[config.mk]
export PLATFORM = sky130hd
export DESIGN_NAME = epm_cfg
export DESIGN_NICKNAME = d
export VERILOG_FILES = /design/src/hdl/epm_pkg.sv /design/src/hdl/epm_cfg.sv
export SDC_FILE = /design/constraint.sdc
export NUM_CORES = 1
export LEC_CHECK = 0
export ABC_AREA = 0
export BUFFER_PORTS_ARGS = -buffer_cell sky130_fd_sc_hd__buf_2
export CAP_MARGIN = 10
export CELL_PAD_IN_SITES_DETAIL_PLACEMENT = 1
export CELL_PAD_IN_SITES_GLOBAL_PLACEMENT = 2
export CORE_ASPECT_RATIO = 0.8
export CORE_UTILIZATION = 34
export DETAILED_ROUTE_END_ITERATION = 7
export GPL_ROUTABILITY_DRIVEN = 0
export PLACE_DENSITY = 0.81
export SYNTH_ARGS = -nofsm -noshare
export SYNTH_HDL_FRONTEND = slang
export SYNTH_SLANG_ARGS = --single-unit
[constraint.sdc]
create_clock -name i_clk -period 5.8 [get_ports i_clk]
set_clock_uncertainty 0.1 [all_clocks]
set_input_delay 1.16 -clock i_clk [delete_from_list [all_inputs] [get_ports i_clk]]
set_output_delay 1.16 -clock i_clk [all_outputs]
set_load 0.05 [all_outputs]
[src/hdl/epm_pkg.sv]
`timescale 1ns / 1ps
// ----------------------------------------------------------------------------
// epm_pkg
// Types and constants shared by the entropy pool mixer modules.
// ----------------------------------------------------------------------------
package epm_pkg;

    localparam int unsigned POOL_WORDS_DEF = 128;
    localparam int unsigned NTAPS          = 6;

    // tap 0 doubles as the read port for read items
    localparam int unsigned TAP_OFFSETS [NTAPS] = '{0, 1, 25, 51, 76, 104};

    localparam logic [31:0] TWIST_TAB [8] = '{
        32'h00000000, 32'h3b6e20c8, 32'h76dc4190, 32'h4db26158,
        32'hedb88320, 32'hd6d6a3e8, 32'h9b64c2b0, 32'ha00ae278
    };

    localparam logic [4:0]  ROT_STEP      = 5'd7;
    localparam logic [4:0]  ROT_STEP_WRAP = 5'd14;
    localparam logic [15:0] COUNT_MAX     = 16'hffff;

    localparam int unsigned CFG_IDX_W    = 2;
    localparam logic [CFG_IDX_W-1:0] CFG_MIN_RESEED = 2'd0;
    localparam logic [CFG_IDX_W-1:0] CFG_MAX_RESEED = 2'd1;
    localparam logic [15:0] MIN_RESEED_RST = 16'd128;
    localparam logic [15:0] MAX_RESEED_RST = 16'd1024;

    typedef enum logic [1:0] {
        OP_MIX   = 2'd0,
        OP_READ  = 2'd1,
        OP_CLEAR = 2'd2,
        OP_NOP   = 2'd3
    } t_opcode;

    typedef struct packed {
        t_opcode     opcode;
        logic [31:0] entropy_word;
        logic        count_as_new;
        logic [6:0]  read_index;
        logic        last_in_call;
    } t_in_item;

    typedef struct packed {
        logic [31:0] pool_word;
        logic [15:0] new_count;
        logic        reseed_allowed;
        logic        reseed_required;
    } t_out_item;

    // item held between the read issue and the pool write
    typedef struct packed {
        t_opcode     op;
        logic [31:0] word;
        logic [15:0] count;
    } t_s1;

endpackage

[src/hdl/epm_cfg.sv]
`timescale 1ns / 1ps
// ----------------------------------------------------------------------------
// epm_cfg
// Reseed threshold registers and the reseed flag compares.
// ----------------------------------------------------------------------------
module epm_cfg (
    input  logic                           i_clk,
    input  logic                           i_rst_n,
    input  logic                           i_cfg_valid,
    input  logic [epm_pkg::CFG_IDX_W-1:0]  i_cfg_index,
    input  logic [15:0]                    i_cfg_data,
    input  logic [15:0]                    i_count,
    output logic                           o_allowed,
    output logic                           o_required
);

    logic [15:0] r_min;
    logic [15:0] r_max;

    always_ff @(posedge i_clk) begin
        if (!i_rst_n) begin
            r_min <= epm_pkg::MIN_RESEED_RST;
            r_max <= epm_pkg::MAX_RESEED_RST;
        end else if (i_cfg_valid) begin
            case (i_cfg_index)
                epm_pkg::CFG_MIN_RESEED: r_min <= i_cfg_data;
                epm_pkg::CFG_MAX_RESEED: r_max <= i_cfg_data;
                default: ;
            endcase
        end
    end

    assign o_allowed  = (i_count >= r_min);
    assign o_required = (i_count >= r_max);

endmodule

; Yosys cells after proc, flatten, opt, wreduce, memory -nomap -nowiden
; Index checks and enable logic that the tools add are counted.
[word_totals]
reg_bits = 32
latchBits = 0
ramBits = 0
rom_bits = 0
in_bits = 37
word_cells = 8
mem_count = 0
[op_classes]
add_sub_neg = 0
multipliers = 0
div = 0
n_lt_le_gt_ge = 2
n_eq_ne = 1
shift = 0
n_mux = 0
bitwise_logic = 0
n_reduce_logical = 3
[ops]
columns = cell, n
row1 = greater-or-equal comparator 16 bit, 2
row2 = AND reduction 2 bit, 2
row3 = "equality test 2 x 1 -> 1 bit, second input constant", 1
row4 = zero test 2 bit, 1

; Logic depth before layout (Yosys ltp)
[logic_depth]
ltp_word = 2
depth_mapped = 6
ltp_nobuf = 6

; Worst setup path before layout
; No wires, ideal clock.
[synth_timing]
kind = input to output
from = in i_count[0]
to = out o_required
t_arrival_ps = 2696
required_time_ps = 4540
slack_ps = 1844
stages = 6
n_path_buf = 0
path_cell_list = inv_1 -> ha_1 -> nand2b_4 -> a2111o_1 -> a311o_1 -> a211o_1
[synth_between]
elab_chain_len = 1
[synth_rtl]
columns = element, line_no
row1 = "start, declared", epm_cfg.sv:12  ; input logic [15:0] i_count,
row2 = greater-or-equal comparator 16 bit, epm_cfg.sv:34  ; assign o_required = (i_count >= r_max);
row3 = "end, declared", epm_cfg.sv:14  ; output logic o_required
; Every way passes these cells.

; Worst setup path after layout
; Same ends and word-level chain as after synthesis.

==> results.py <==
metrics = {
    "run_status": {
        "status": "complete, no violations",
    },
    "global_route": {
        "antenna_found_initial": 0,
        "track_usage_pct": 17.3,
        "gr-total-overflow": 0,
        "grt_max_degree": 33,
        "grt_pass1_vias": 1677,
        "grt_first_pass_wirelength_mm": 8.00,
    },
    "place": {
        "dp_hpwl_mm": 3.53,
        "io_buffers": 38,
    },
    "cells_and_area": {
        "final_common_cell": "nand2_1",
        "drive_gt1_share_pct": 16.3,
        "fillers": 748,
        "final_cell_mix": "71 x nand2_1, 38 x buf_2, 32 x ha_1, 32 x dfxtp_1",
        "antenna_cells": 0,
        "areaGrowthSynthToFinish_pct": 17.6,
        "nets": 356,
    },
    "setup_path": {
        "crit_chain": "buf_2 -> inv_1 -> ha_1 -> nand2b_4 -> a2111o_1 -> a311o_1 -> a211o_1 -> buf_2",
        "startpoint": "i_count[0]",
        "r2r-start": "r_max[11]",
        "end_kind": "output pin",
        "r2r_slack_ns": 5.06,
        "worst-setup-path-type": "input pin to output pin",
        "cp_num_buf_inv": 3,
        "crit_fanout": 2,
        "start_kind": "input pin",
        "crit_path_frequent_cell": "buf_2",
        "arrival_ns": 2.92,
        "r2r_end": "r_max[11]",
        "reg2reg_depth": 2,
        "required_ns": 4.54,
        "cpPeakStageDelay_ns": 0.41,
        "crit_family": "compound AO/OA/AOI/OAI gates",
        "crit_slowest_cell": "a2111o_1",
    },
    "die": {
        "die_w_um": 87.1,
        "die-area_sq_um": 6110,
        "coreArea_sq_um": 5530,
        "initial_utilization_pct": 35.7,
        "rows": 24,
        "die_h_um": 70.1,
        "ios": 39,
    },
    "synth": {
        "seq_area_frac_synth_pct": 32.5,
        "synth-edff-count": 0,
        "ys_warn_count": 0,
        "netlist_instances": 250,
        "ys.flop_type": "dfxtp_1",
        "synth_top_area_share_pct": 32.5,
        "synth_area_leader_cell": "dfxtp_1",
        "synth_seq_cells": 32,
        "netlist_top_cells_area": "dfxtp_1 32%, ha_1 20%, nand2_1 14%, a21boi_1 12%, inv_1 5.9%",
        "syn-num-nets": 319,
        "async_flop_share_pct": 0,
        "syn_area_per_cell_sq_um": 7.89,
        "mappedNetlistArea_sq_um": 1970,
        "synth_cell_types": 26,
    },
    "route": {
        "vias": 1732,
        "viasPerCell": 4.73,
        "firstDrtPassIters": 3,
        "drt_iter0_drc": 28,
        "drc_errors": 0,
        "antenna_left": 0,
        "wl_mm": 4.76,
        "wl_per_cell_um": 13.0,
    },
    "clocking": {
        "ctsHoldBuffers": 0,
        "clkLatencyLatePin_ns": 0.27,
        "h-tree-depth": 2,
        "postCtsSetupBuffers": 0,
        "clock-sinks": 32,
        "cts_resized": 0,
        "cts_root_buf": "clkbuf_8",
        "clock_path_buffers": 2,
        "cts.clk_slew.worst_paths_ns": 0.07,
        "numCtsBuffers": 5,
        "cts_tree": "built",
    },
    "hold_path": {
        "hold_class": "flop to flop",
        "hold_path_depth": 2,
        "worstHoldStart": "r_max[8]",
        "whs_endpoint": "r_max[8]",
    },
    "pwr": {
        "p_leak_nw": 0.951,
        "power.total_uw": 500,
        "powerDensity_nw_per_um2": 216,
        "ir_worst_vdd_mv": 0.107,
    },
    "timing": {
        "period_share_pct": 72.1,
        "fmax_mhz": 239,
        "rsz0062_at_grt": "false",
        "fin_crit_ns": 4.18,
        "worstMarginPinSlew_ns": 0.773,
        "setup_viol": 0,
        "slew-limit-headroom_pct": 48.3,
        "hold_violations": 0,
        "setup_tns_ns": 0,
        "drv_slew": 0,
    },
    "job": {
        "drv_cap": 0,
    },
}
## how the worst max path moves through the flow
| stage | to | slack [ns] | cells past startpoint |
|---|---|---|---|
| after global placement | o_required | 1.64 | 8 |
| after detailed placement | o_required | 1.62 | 8 |
| after floorplan | o_required | 1.84 | 6 |
| after global routing | o_required | 1.57 | 8 |
| after CTS | o_required | 1.62 | 8 |
| final | o_required | 1.62 | 8 |
## cell families (layout without fill, tap and decap cells)
logic type	Yosys count	count (layout)	synth area share [%]
adders and majority gates	32	32	20.3
buffers and inverters	40	78	7.80
DFF	32	32	32.5
AOI/OAI and AO/OA	57	57	19.9
and+or+nand+nor	89	89	19.5
## per-layer routing
metal / global-route usage, % / share of wire (%) / up-vias
met5: 0 / 0 / -
met4: 3.28 / 0.48 / 0
met3: 3.90 / 3.1 / 4
met2: 27.2 / 42 / 26
met1: 24.4 / 54 / 802
li1: - / - / 900
## tightest hold or removal path, cell delays in order (launching register included)
cell	delay [ns]
dfxtp_1	0.31
nand2_1	0.05
a21boi_1	0.05
## cell usage after synthesis, types with 2 or more instances
library cell,number
nor2_1,4
inv_1,31
a2111o_1,2
ha_1,32
nand2_1,71
buf_2,3
a21oi_1,13
nor4_1,2
o211ai_1,2
nand4_1,2
o21ai_0,5
dfxtp_1,32
nand2b_1,2
nand3_1,2
a21boi_1,31
clkbuf_1,6
## power by group
| part | switching [mW] | internal, mW | total (mW) |
|---|---|---|---|
| sequential | 0.00351 | 0.227 | 0.231 |
| combinational | 0.0498 | 0.0378 | 0.0877 |
| clock | 0.0849 | 0.0969 | 0.182 |
## final cells by class
class	instances	area, sq um	share of cell area (%)
multi-input combinational	178	1180	50.8
sequential	32	641	27.6
timing repair buffer	39	198	8.52
inverter	31	116	5.02
tap	78	97.6	4.21
clock buffer	8	90.1	3.88
## stage by stage
step / setup WS (ns) / hold slack, ns / utilization [%] / instance area [sq um] / instances
finish: 1.62 / 0.354 / 42.0 / 2320 / 366
global route: 1.57 / 0.370 / 42.0 / 2320 / 366
CTS: 1.62 / 0.355 / 42.0 / 2320 / 366
detailed placement: 1.62 / 0.345 / 40.4 / 2230 / 358
global placement: 1.64 / 0.342 / 40.4 / 2230 / 358
floorplan: 1.84 / 0.335 / - / 1970 / 250
## flip-flops by register name (all words and copies together) (netlist names)
register and count:
r_min 16, r_max 16
Note: power is estimated with default switching activity, not from simulation.
