===== src/hdl/epm_pkg.sv =====
`timescale 1ns / 1ps
// ----------------------------------------------------------------------------
// epm_pkg
// Types and constants shared by the entropy pool mixer modules.
// ----------------------------------------------------------------------------
package epm_pkg;

    localparam int unsigned POOL_WORDS_DEF = 128;
    localparam int unsigned NTAPS          = 6;

    // tap 0 doubles as the read port for read items
    localparam int unsigned TAP_OFFSETS [NTAPS] = '{0, 1, 25, 51, 76, 104};

    localparam logic [31:0] TWIST_TAB [8] = '{
        32'h00000000, 32'h3b6e20c8, 32'h76dc4190, 32'h4db26158,
        32'hedb88320, 32'hd6d6a3e8, 32'h9b64c2b0, 32'ha00ae278
    };

    localparam logic [4:0]  ROT_STEP      = 5'd7;
    localparam logic [4:0]  ROT_STEP_WRAP = 5'd14;
    localparam logic [15:0] COUNT_MAX     = 16'hffff;

    localparam int unsigned CFG_IDX_W    = 2;
    localparam logic [CFG_IDX_W-1:0] CFG_MIN_RESEED = 2'd0;
    localparam logic [CFG_IDX_W-1:0] CFG_MAX_RESEED = 2'd1;
    localparam logic [15:0] MIN_RESEED_RST = 16'd128;
    localparam logic [15:0] MAX_RESEED_RST = 16'd1024;

    typedef enum logic [1:0] {
        OP_MIX   = 2'd0,
        OP_READ  = 2'd1,
        OP_CLEAR = 2'd2,
        OP_NOP   = 2'd3
    } t_opcode;

    typedef struct packed {
        t_opcode     opcode;
        logic [31:0] entropy_word;
        logic        count_as_new;
        logic [6:0]  read_index;
        logic        last_in_call;
    } t_in_item;

    typedef struct packed {
        logic [31:0] pool_word;
        logic [15:0] new_count;
        logic        reseed_allowed;
        logic        reseed_required;
    } t_out_item;

    // item held between the read issue and the pool write
    typedef struct packed {
        t_opcode     op;
        logic [31:0] word;
        logic [15:0] count;
    } t_s1;

endpackage


===== src/hdl/epm_state.sv =====
`timescale 1ns / 1ps
// ----------------------------------------------------------------------------
// epm_state
// Add pointer, rotation and new-word count; tap addresses and the item stage.
// ----------------------------------------------------------------------------
module epm_state #(
    parameter int unsigned POOL_WORDS = epm_pkg::POOL_WORDS_DEF
) (
    input  logic                                   i_clk,
    input  logic                                   i_rst_n,
    input  logic                                   i_accept,
    input  epm_pkg::t_in_item                      i_item,
    output logic [epm_pkg::NTAPS-1:0][$clog2(POOL_WORDS)-1:0] o_tap_addr,
    output epm_pkg::t_s1                           o_s1,
    output logic [$clog2(POOL_WORDS)-1:0]          o_s1_addr
);

    localparam int unsigned AW = $clog2(POOL_WORDS);

    logic [AW-1:0]  r_ptr;
    logic [4:0]     r_rot;
    logic [15:0]    r_count;
    epm_pkg::t_s1   r_s1;
    logic [AW-1:0]  r_s1_addr;

    logic [AW-1:0]  n_ptr;
    logic [4:0]     n_rot;
    logic [15:0]    n_count;
    logic [63:0]    rot_dbl;
    logic [31:0]    rot_word;
    logic           is_mix;

    assign is_mix = (i_item.opcode == epm_pkg::OP_MIX);

    always_comb begin
        n_ptr = (r_ptr == '0) ? AW'(POOL_WORDS - 1) : (r_ptr - AW'(1));
        n_rot = r_rot + ((n_ptr != '0) ? epm_pkg::ROT_STEP : epm_pkg::ROT_STEP_WRAP);
        // rotate left through a doubled word
        rot_dbl  = {i_item.entropy_word, i_item.entropy_word} << r_rot;
        rot_word = rot_dbl[63:32];
        case (i_item.opcode)
            epm_pkg::OP_MIX: begin
                n_count = (i_item.count_as_new && (r_count != epm_pkg::COUNT_MAX))
                          ? (r_count + 16'd1) : r_count;
            end
            epm_pkg::OP_CLEAR: n_count = '0;
            default:           n_count = r_count;
        endcase
    end

    genvar g;
    generate
        for (g = 0; g < epm_pkg::NTAPS; g++) begin : g_tap
            logic [AW:0] sum;
            logic [AW:0] wrapped;
            always_comb begin
                sum     = {1'b0, n_ptr} + (AW+1)'(epm_pkg::TAP_OFFSETS[g]);
                wrapped = (sum >= (AW+1)'(POOL_WORDS)) ? (sum - (AW+1)'(POOL_WORDS)) : sum;
                if (g == 0 && i_item.opcode == epm_pkg::OP_READ) begin
                    o_tap_addr[g] = AW'(i_item.read_index);
                end else begin
                    o_tap_addr[g] = wrapped[AW-1:0];
                end
            end
        end
    endgenerate

    always_ff @(posedge i_clk) begin
        if (!i_rst_n) begin
            r_ptr   <= '0;
            r_rot   <= '0;
            r_count <= '0;
        end else if (i_accept) begin
            r_count <= n_count;
            if (is_mix) begin
                r_ptr <= n_ptr;
                r_rot <= n_rot;
            end
        end
    end

    always_ff @(posedge i_clk) begin
        if (i_accept) begin
            r_s1.op    <= i_item.opcode;
            r_s1.word  <= rot_word;
            r_s1.count <= n_count;
            r_s1_addr  <= n_ptr;
        end
    end

    assign o_s1      = r_s1;
    assign o_s1_addr = r_s1_addr;

endmodule


===== config.mk =====
export PLATFORM = sky130hd
export DESIGN_NAME = epm_state
export DESIGN_NICKNAME = d
export VERILOG_FILES = /design/src/hdl/epm_pkg.sv /design/src/hdl/epm_state.sv
export SDC_FILE = /design/constraint.sdc
export NUM_CORES = 1
export LEC_CHECK = 0
export BUFFER_PORTS_ARGS = -buffer_cell sky130_fd_sc_hd__buf_2
export CAP_MARGIN = 20
export CELL_PAD_IN_SITES_DETAIL_PLACEMENT = 0
export CELL_PAD_IN_SITES_GLOBAL_PLACEMENT = 2
export CORE_ASPECT_RATIO = 0.5
export CORE_MARGIN = 2
export CORE_UTILIZATION = 31
export CTS_CLUSTER_SIZE = 10
export DETAILED_ROUTE_END_ITERATION = 8
export PLACE_DENSITY_LB_ADDON = 0.05
export SLEW_MARGIN = 20
export SYNTH_ARGS = -nofsm -noshare
export SYNTH_HDL_FRONTEND = slang
export SYNTH_SLANG_ARGS = --single-unit

===== constraint.sdc =====
create_clock -name i_clk -period 2.45 [get_ports i_clk]
set_input_delay 0.245 -clock i_clk [delete_from_list [all_inputs] [get_ports i_clk]]
set_output_delay 0.245 -clock i_clk [all_outputs]
set_load 0.1 [all_outputs]

After elaboration in Yosys (flattened, before gate mapping)
Index checks and enable logic that the tools add are counted.
{"block": "totals", "reg_bits": 85, "inputBits": 46, "out_inout_bits": 99, "wordCells": 47}
{"block": "classes", "addsub": 14, "magnitude_cmp": 6, "n_eq_ne": 3, "shifts": 1, "muxes": 11, "reduce_logical": 5}
{"operator": "left shift 64 x 5 -> 64 bit", "n": 1}
{"operator": "two-way mux 7 bit", "n": 8}
{"operator": "subtractor 7 x 1 -> 7 bit (second input constant)", "n": 7}
{"operator": "greater-or-equal comparator 8 bit (second input constant)", "n": 5}
{"operator": "case mux 16 bit (2 select lines)", "n": 1}
{"operator": "adder 16 x 1 -> 16 bit (second input constant)", "n": 1}
{"operator": "adder 7 x 7 -> 8 bit (second input constant)", "n": 2}
{"operator": "two-way mux 16 bit", "n": 1}
{"operator": "inequality test 16 bit (second input constant)", "n": 1}
{"operator": "adder 7 x 1 -> 8 bit (second input constant)", "n": 1}
{"operator": "adder 7 x 5 -> 8 bit (second input constant)", "n": 1}
{"operator": "adder 7 x 6 -> 8 bit (second input constant)", "n": 1}
{"operator": "greater-or-equal comparator 7 x 8 -> 1 bit (second input constant)", "n": 1}
{"operator": "logical NOT 7 bit", "n": 1}
{"operator": "nonzero test 7 bit", "n": 1}
{"operator": "adder 5 x 4 -> 5 bit", "n": 1}
{"operator": "two-way mux 4 bit", "n": 1}
{"operator": "equality test 2 x 1 -> 1 bit (second input constant)", "n": 1}
{"operator": "equality test 2 bit (second input constant)", "n": 1}
{"operator": "logical NOT 2 bit", "n": 1}
{"operator": "AND reduction 2 bit", "n": 1}
{"operator": "logical AND 1 bit", "n": 1}

Longest topological paths before layout
{"block": "logic_depth", "word_depth": 5, "depth_mapped": 15, "mapped_depth_nobuf": 14}

Worst setup path after synthesis
No wires, ideal clock.
{"block": "synth_timing", "path_type": "flip-flop to output port", "startpoint": "reg r_ptr[0]", "endpoint": "out o_tap_addr[25] (netlist bit)", "arrival_ps": 5217, "required_time_ps": 2205, "setup_slack_ps": -3012, "stages_incl_launch_ff": 10, "path_buffers": 1, "path_cell_list": "dfxtp_1 -> inv_1 -> ha_1 -> clkbuf_1 -> xor2_1 -> a21oi_1 -> inv_1 -> ha_1 -> nor2b_1 -> xnor2_1"}
{"element": "from (decl)", "line": "epm_state.sv:20", "source": "logic [AW-1:0] r_ptr;"}
{"element": "from (signal assigned)", "line": "epm_state.sv:76", "source": "r_ptr <= n_ptr;"}
{"element": "to (decl)", "line": "epm_state.sv:13", "source": "output logic [epm_pkg::NTAPS-1:0][$clog2(POOL_WORDS)-1:0] o_tap_addr,"}

==> results.yml <==
status:
  status: "finished with violations"
  violations: "negative setup slack"
die:
  core_um2: 19500
  dieHeight_um: 104.0
  die_w_um: 203.9
  start_util_pct: 31.76
  ios: 145
  num_rows: 36
  dieArea_um2: 21200
synthesis:
  async_reset_ff_share_pct: 0
  yosys_warnings: 0
  syn-cell-area_um2: 6195
  ys_types: 69
  syn_avg_cell_area_um2: 10.83
  seq_area_frac_synth_pct: 36.68
  yosys_register_bits: 85
  ys.flop_type: "edfxtp_1"
  syn-num-nets: 634
  syn_inst: 572
  synth_edf_count: 57
routing:
  post_drt_wl_per_cell_um: 17.43
  first_iter_violations: 170
  vias: 5106
  wirelength_um: 17920
  drc: 0
  routed_via_density: 4.967
  firstDrtPassIters: 4
  drt.antenna.violating_nets: 0
final_layout:
  area_growth_pct: 46.15
  fillers: 1866
  diodes: 0
  drive_above_1_share_pct: 48.95
  fin_cells: 1028
  nets: 819
cts:
  path_clk_slew_ns: 0.06
  clkLatencyLatePin_ns: 0.35
  cts_hold_buf: 0
  clk_path_buf_depth: 2
  cts.sinks: 85
  clockRootBuffer: "clkbuf_16"
  cts_tree: "built"
  cts-buffers-inserted: 9
  cts_htree_levels: 3
timing:
  holdWs_ns: 0.2478
  slew_headroom_pct: 59.40
  final.setup.worst_slack_ns: -0.2656
  setup_violations: 20
  finClkSkew_ns: 0.009349
  rsz0062_at_grt: "yes"
  hold_violations: 0
  fmax_mhz: 368.2
  period_needed_ns: 2.716
  period_share_pct: 110.8
  worstMarginPinSlew_ns: 0.6076
  maxSlewViolCount: 0
worst_setup_path:
  critPathMaxFanout: 5
  cp_num_buf_inv: 5
  path_depth: 12
  crit_chain: "inv_4 > buf_6 > ha_4 > nor2b_4 > a21oi_2 > o31a_1 > buf_6 > inv_4 > ha_2 > a21boi_4 > xnor2_4 > buf_12"
  endpoint: "o_tap_addr[19]"
  timing.rr.end: "r_rot[4]$_SDFFE_PN0P_"
  worstSetupEndpointType: "output pin"
  r2r_cells: 12
  crit_slowest_cell: "dfxtp_4"
  worstSetupStartpointType: "flip-flop"
  path_class: "flip-flop to output pin"
  worstSetupStartpoint: "r_ptr[1]$_SDFFE_PN0P_"
  r2r-start: "r_ptr[2]$_SDFFE_PN0P_"
  worstPathRequired_ns: 2.20
  cp.arrival_ns: 2.47
  r2r_slack_ns: -0.16
  max_stage_delay_ns: 0.37
  path_delay_family: "buffers and inverters"
worst_hold_path:
  hold_start: "i_item[42]"
  hp-class: "input port to flip-flop"
  hold_depth: 2
place:
  dpl.hpwl_um: 13470
  pre_cts_slack_ns: -0.1310
  dpl.cell_count: 993
  port_buffers: 143
  gp_congestion: 0.7590
global_routing:
  grt_max_degree: 69
  grt_antenna_before_repair: 0
  overflow: 0
  grt_pass1_vias: 5072
  grt_pass1_wl_um: 28540
  grtUsageTotal_pct: 17.37
power:
  power.total_mw: 7.148
  p_leak_nw: 3.549
  power_density_nw_per_um2: 789.6
  ir_drop_mv: 0.8633
job:
  maxCapViolCount: 0
metrics by stage:
| step | util [%] | setup TNS, ns | cell area [um2] |
|---|---|---|---|
| after floorplan | - | -7.401 | 6683 |
| after global placement | 42.59 | -0.2145 | 8307 |
| after detailed placement | 42.59 | -0.4065 | 8307 |
| after CTS | 45.77 | -3.540 | 8926 |
| after global routing | 46.42 | -5.281 | 9054 |
| final | 46.42 | -3.300 | 9054 |
cell usage in the layout (no fill, tap or decap), types with 17 or more instances in the layout:
cell        n
o21ai_1    17
buf_2     112
mux2_2     23
edfxtp_1   57
mux2i_1    55
nand2_1    54
mux4_2     30
buf_4      54
nor2_1     29
dfxtp_1    23
buf_12     32
cell families (layout without fill, tap and decap cells):
logic type	after synthesis	in the layout	synth area share, %
compound gates	98	98	10.85
flops	85	85	36.68
mux	112	112	25.19
buf+inv	65	255	5.716
simple gates	162	162	13.53
xor+xnor	34	34	4.807
fa+ha+maj	16	16	3.232
worst reg2reg max path: stages (launching register included):
cell and delay [ns]:
dfxtp_2 0.32, or4_4 0.54, o211a_1 0.25, buf_4 0.14, ha_2 0.16, nand4_1 0.14
ha_2 0.23, inv_2 0.05, ha_4 0.15, nand2_2 0.07, a21oi_2 0.06, or3_1 0.30
a21boi_1 0.14
report_power, final:
group          total, mW  internal, mW  switching [mW]
Sequential          1.68          1.64          0.0309
Combinational       4.13          1.43            2.70
Clock               1.35         0.787           0.558
layout make-up:
type / count / area, um2 / share of cell area (%)
tap: 266 / 332.8 / 3.676
timing repair buffer: 221 / 1874 / 20.70
sequential: 85 / 2283 / 25.22
clock inverter: 3 / 38.79 / 0.4284
clock buffer: 13 / 240.2 / 2.653
inverter: 18 / 90.09 / 0.9950
multi-input combinational: 422 / 4194 / 46.32
cells in the mapped netlist (3+ instances only):
cell      number  area share (%)
nor3_1        10            0.81
and4_1         4            0.57
nand4_1        6            0.61
mux2_2        25             4.5
clkbuf_1      20             1.2
and2_1         7            0.71
nor2_1        30             1.8
mux2i_1       55             8.9
dfxtp_1       28             9.0
nor2b_1        7            0.71
buf_1          3            0.18
nand2b_1       3            0.30
nand2_1       61             3.7
edfxtp_1      57              28
buf_4         10             1.2
nand3_1       13             1.1
o21ai_0       10            0.81
xnor2_1       25             3.5
a31oi_1        4            0.40
a211oi_1       3            0.36
o311ai_0       3            0.42
mux4_2        30              11
a21boi_0       6            0.73
inv_1         15            0.91
buf_6          4            0.73
buf_2          8            0.65
o21ai_1       18             1.5
a21oi_1       16             1.3
o31ai_1        4            0.48
ha_1          16             3.2
o211a_1        6            0.97
xor2_1         9             1.3
o211ai_1       3            0.36
per-layer routing:
layer  GRT usage, %  up-vias  wire, um
li1               -     2508         -
met1          23.57     2477      8434
met2          27.96      109      8471
met3          4.041       12       824
met4          4.223        0       190
met5              0        -         0
state kept, by name (all words and copies together) (netlist names):
signal	count
r_rot	5
o_s1_addr	7
r_ptr	7
o_s1	50
r_count	16
worst min path at each step:
stage / to / slack (ns)
after global routing: o_s1[49]$_DFFE_PP_ / 0.25
after detailed placement: r_rot[3]$_SDFFE_PN0P_ / 0.50
after floorplan: o_s1[48]$_DFFE_PP_ / 0.34
after global placement: r_rot[3]$_SDFFE_PN0P_ / 0.49
after CTS: o_s1[49]$_DFFE_PP_ / 0.23
final: o_s1[49]$_DFFE_PP_ / 0.25
timing repair:
item                       in CTS  in global routing
resized for setup              51                 27
pin swaps                      24                 24
buffers inserted               13                  6
gates cloned                    1                  0
setup endpoints to repair      27                 32
No activity file was read; power rests on OpenSTA's default activity.
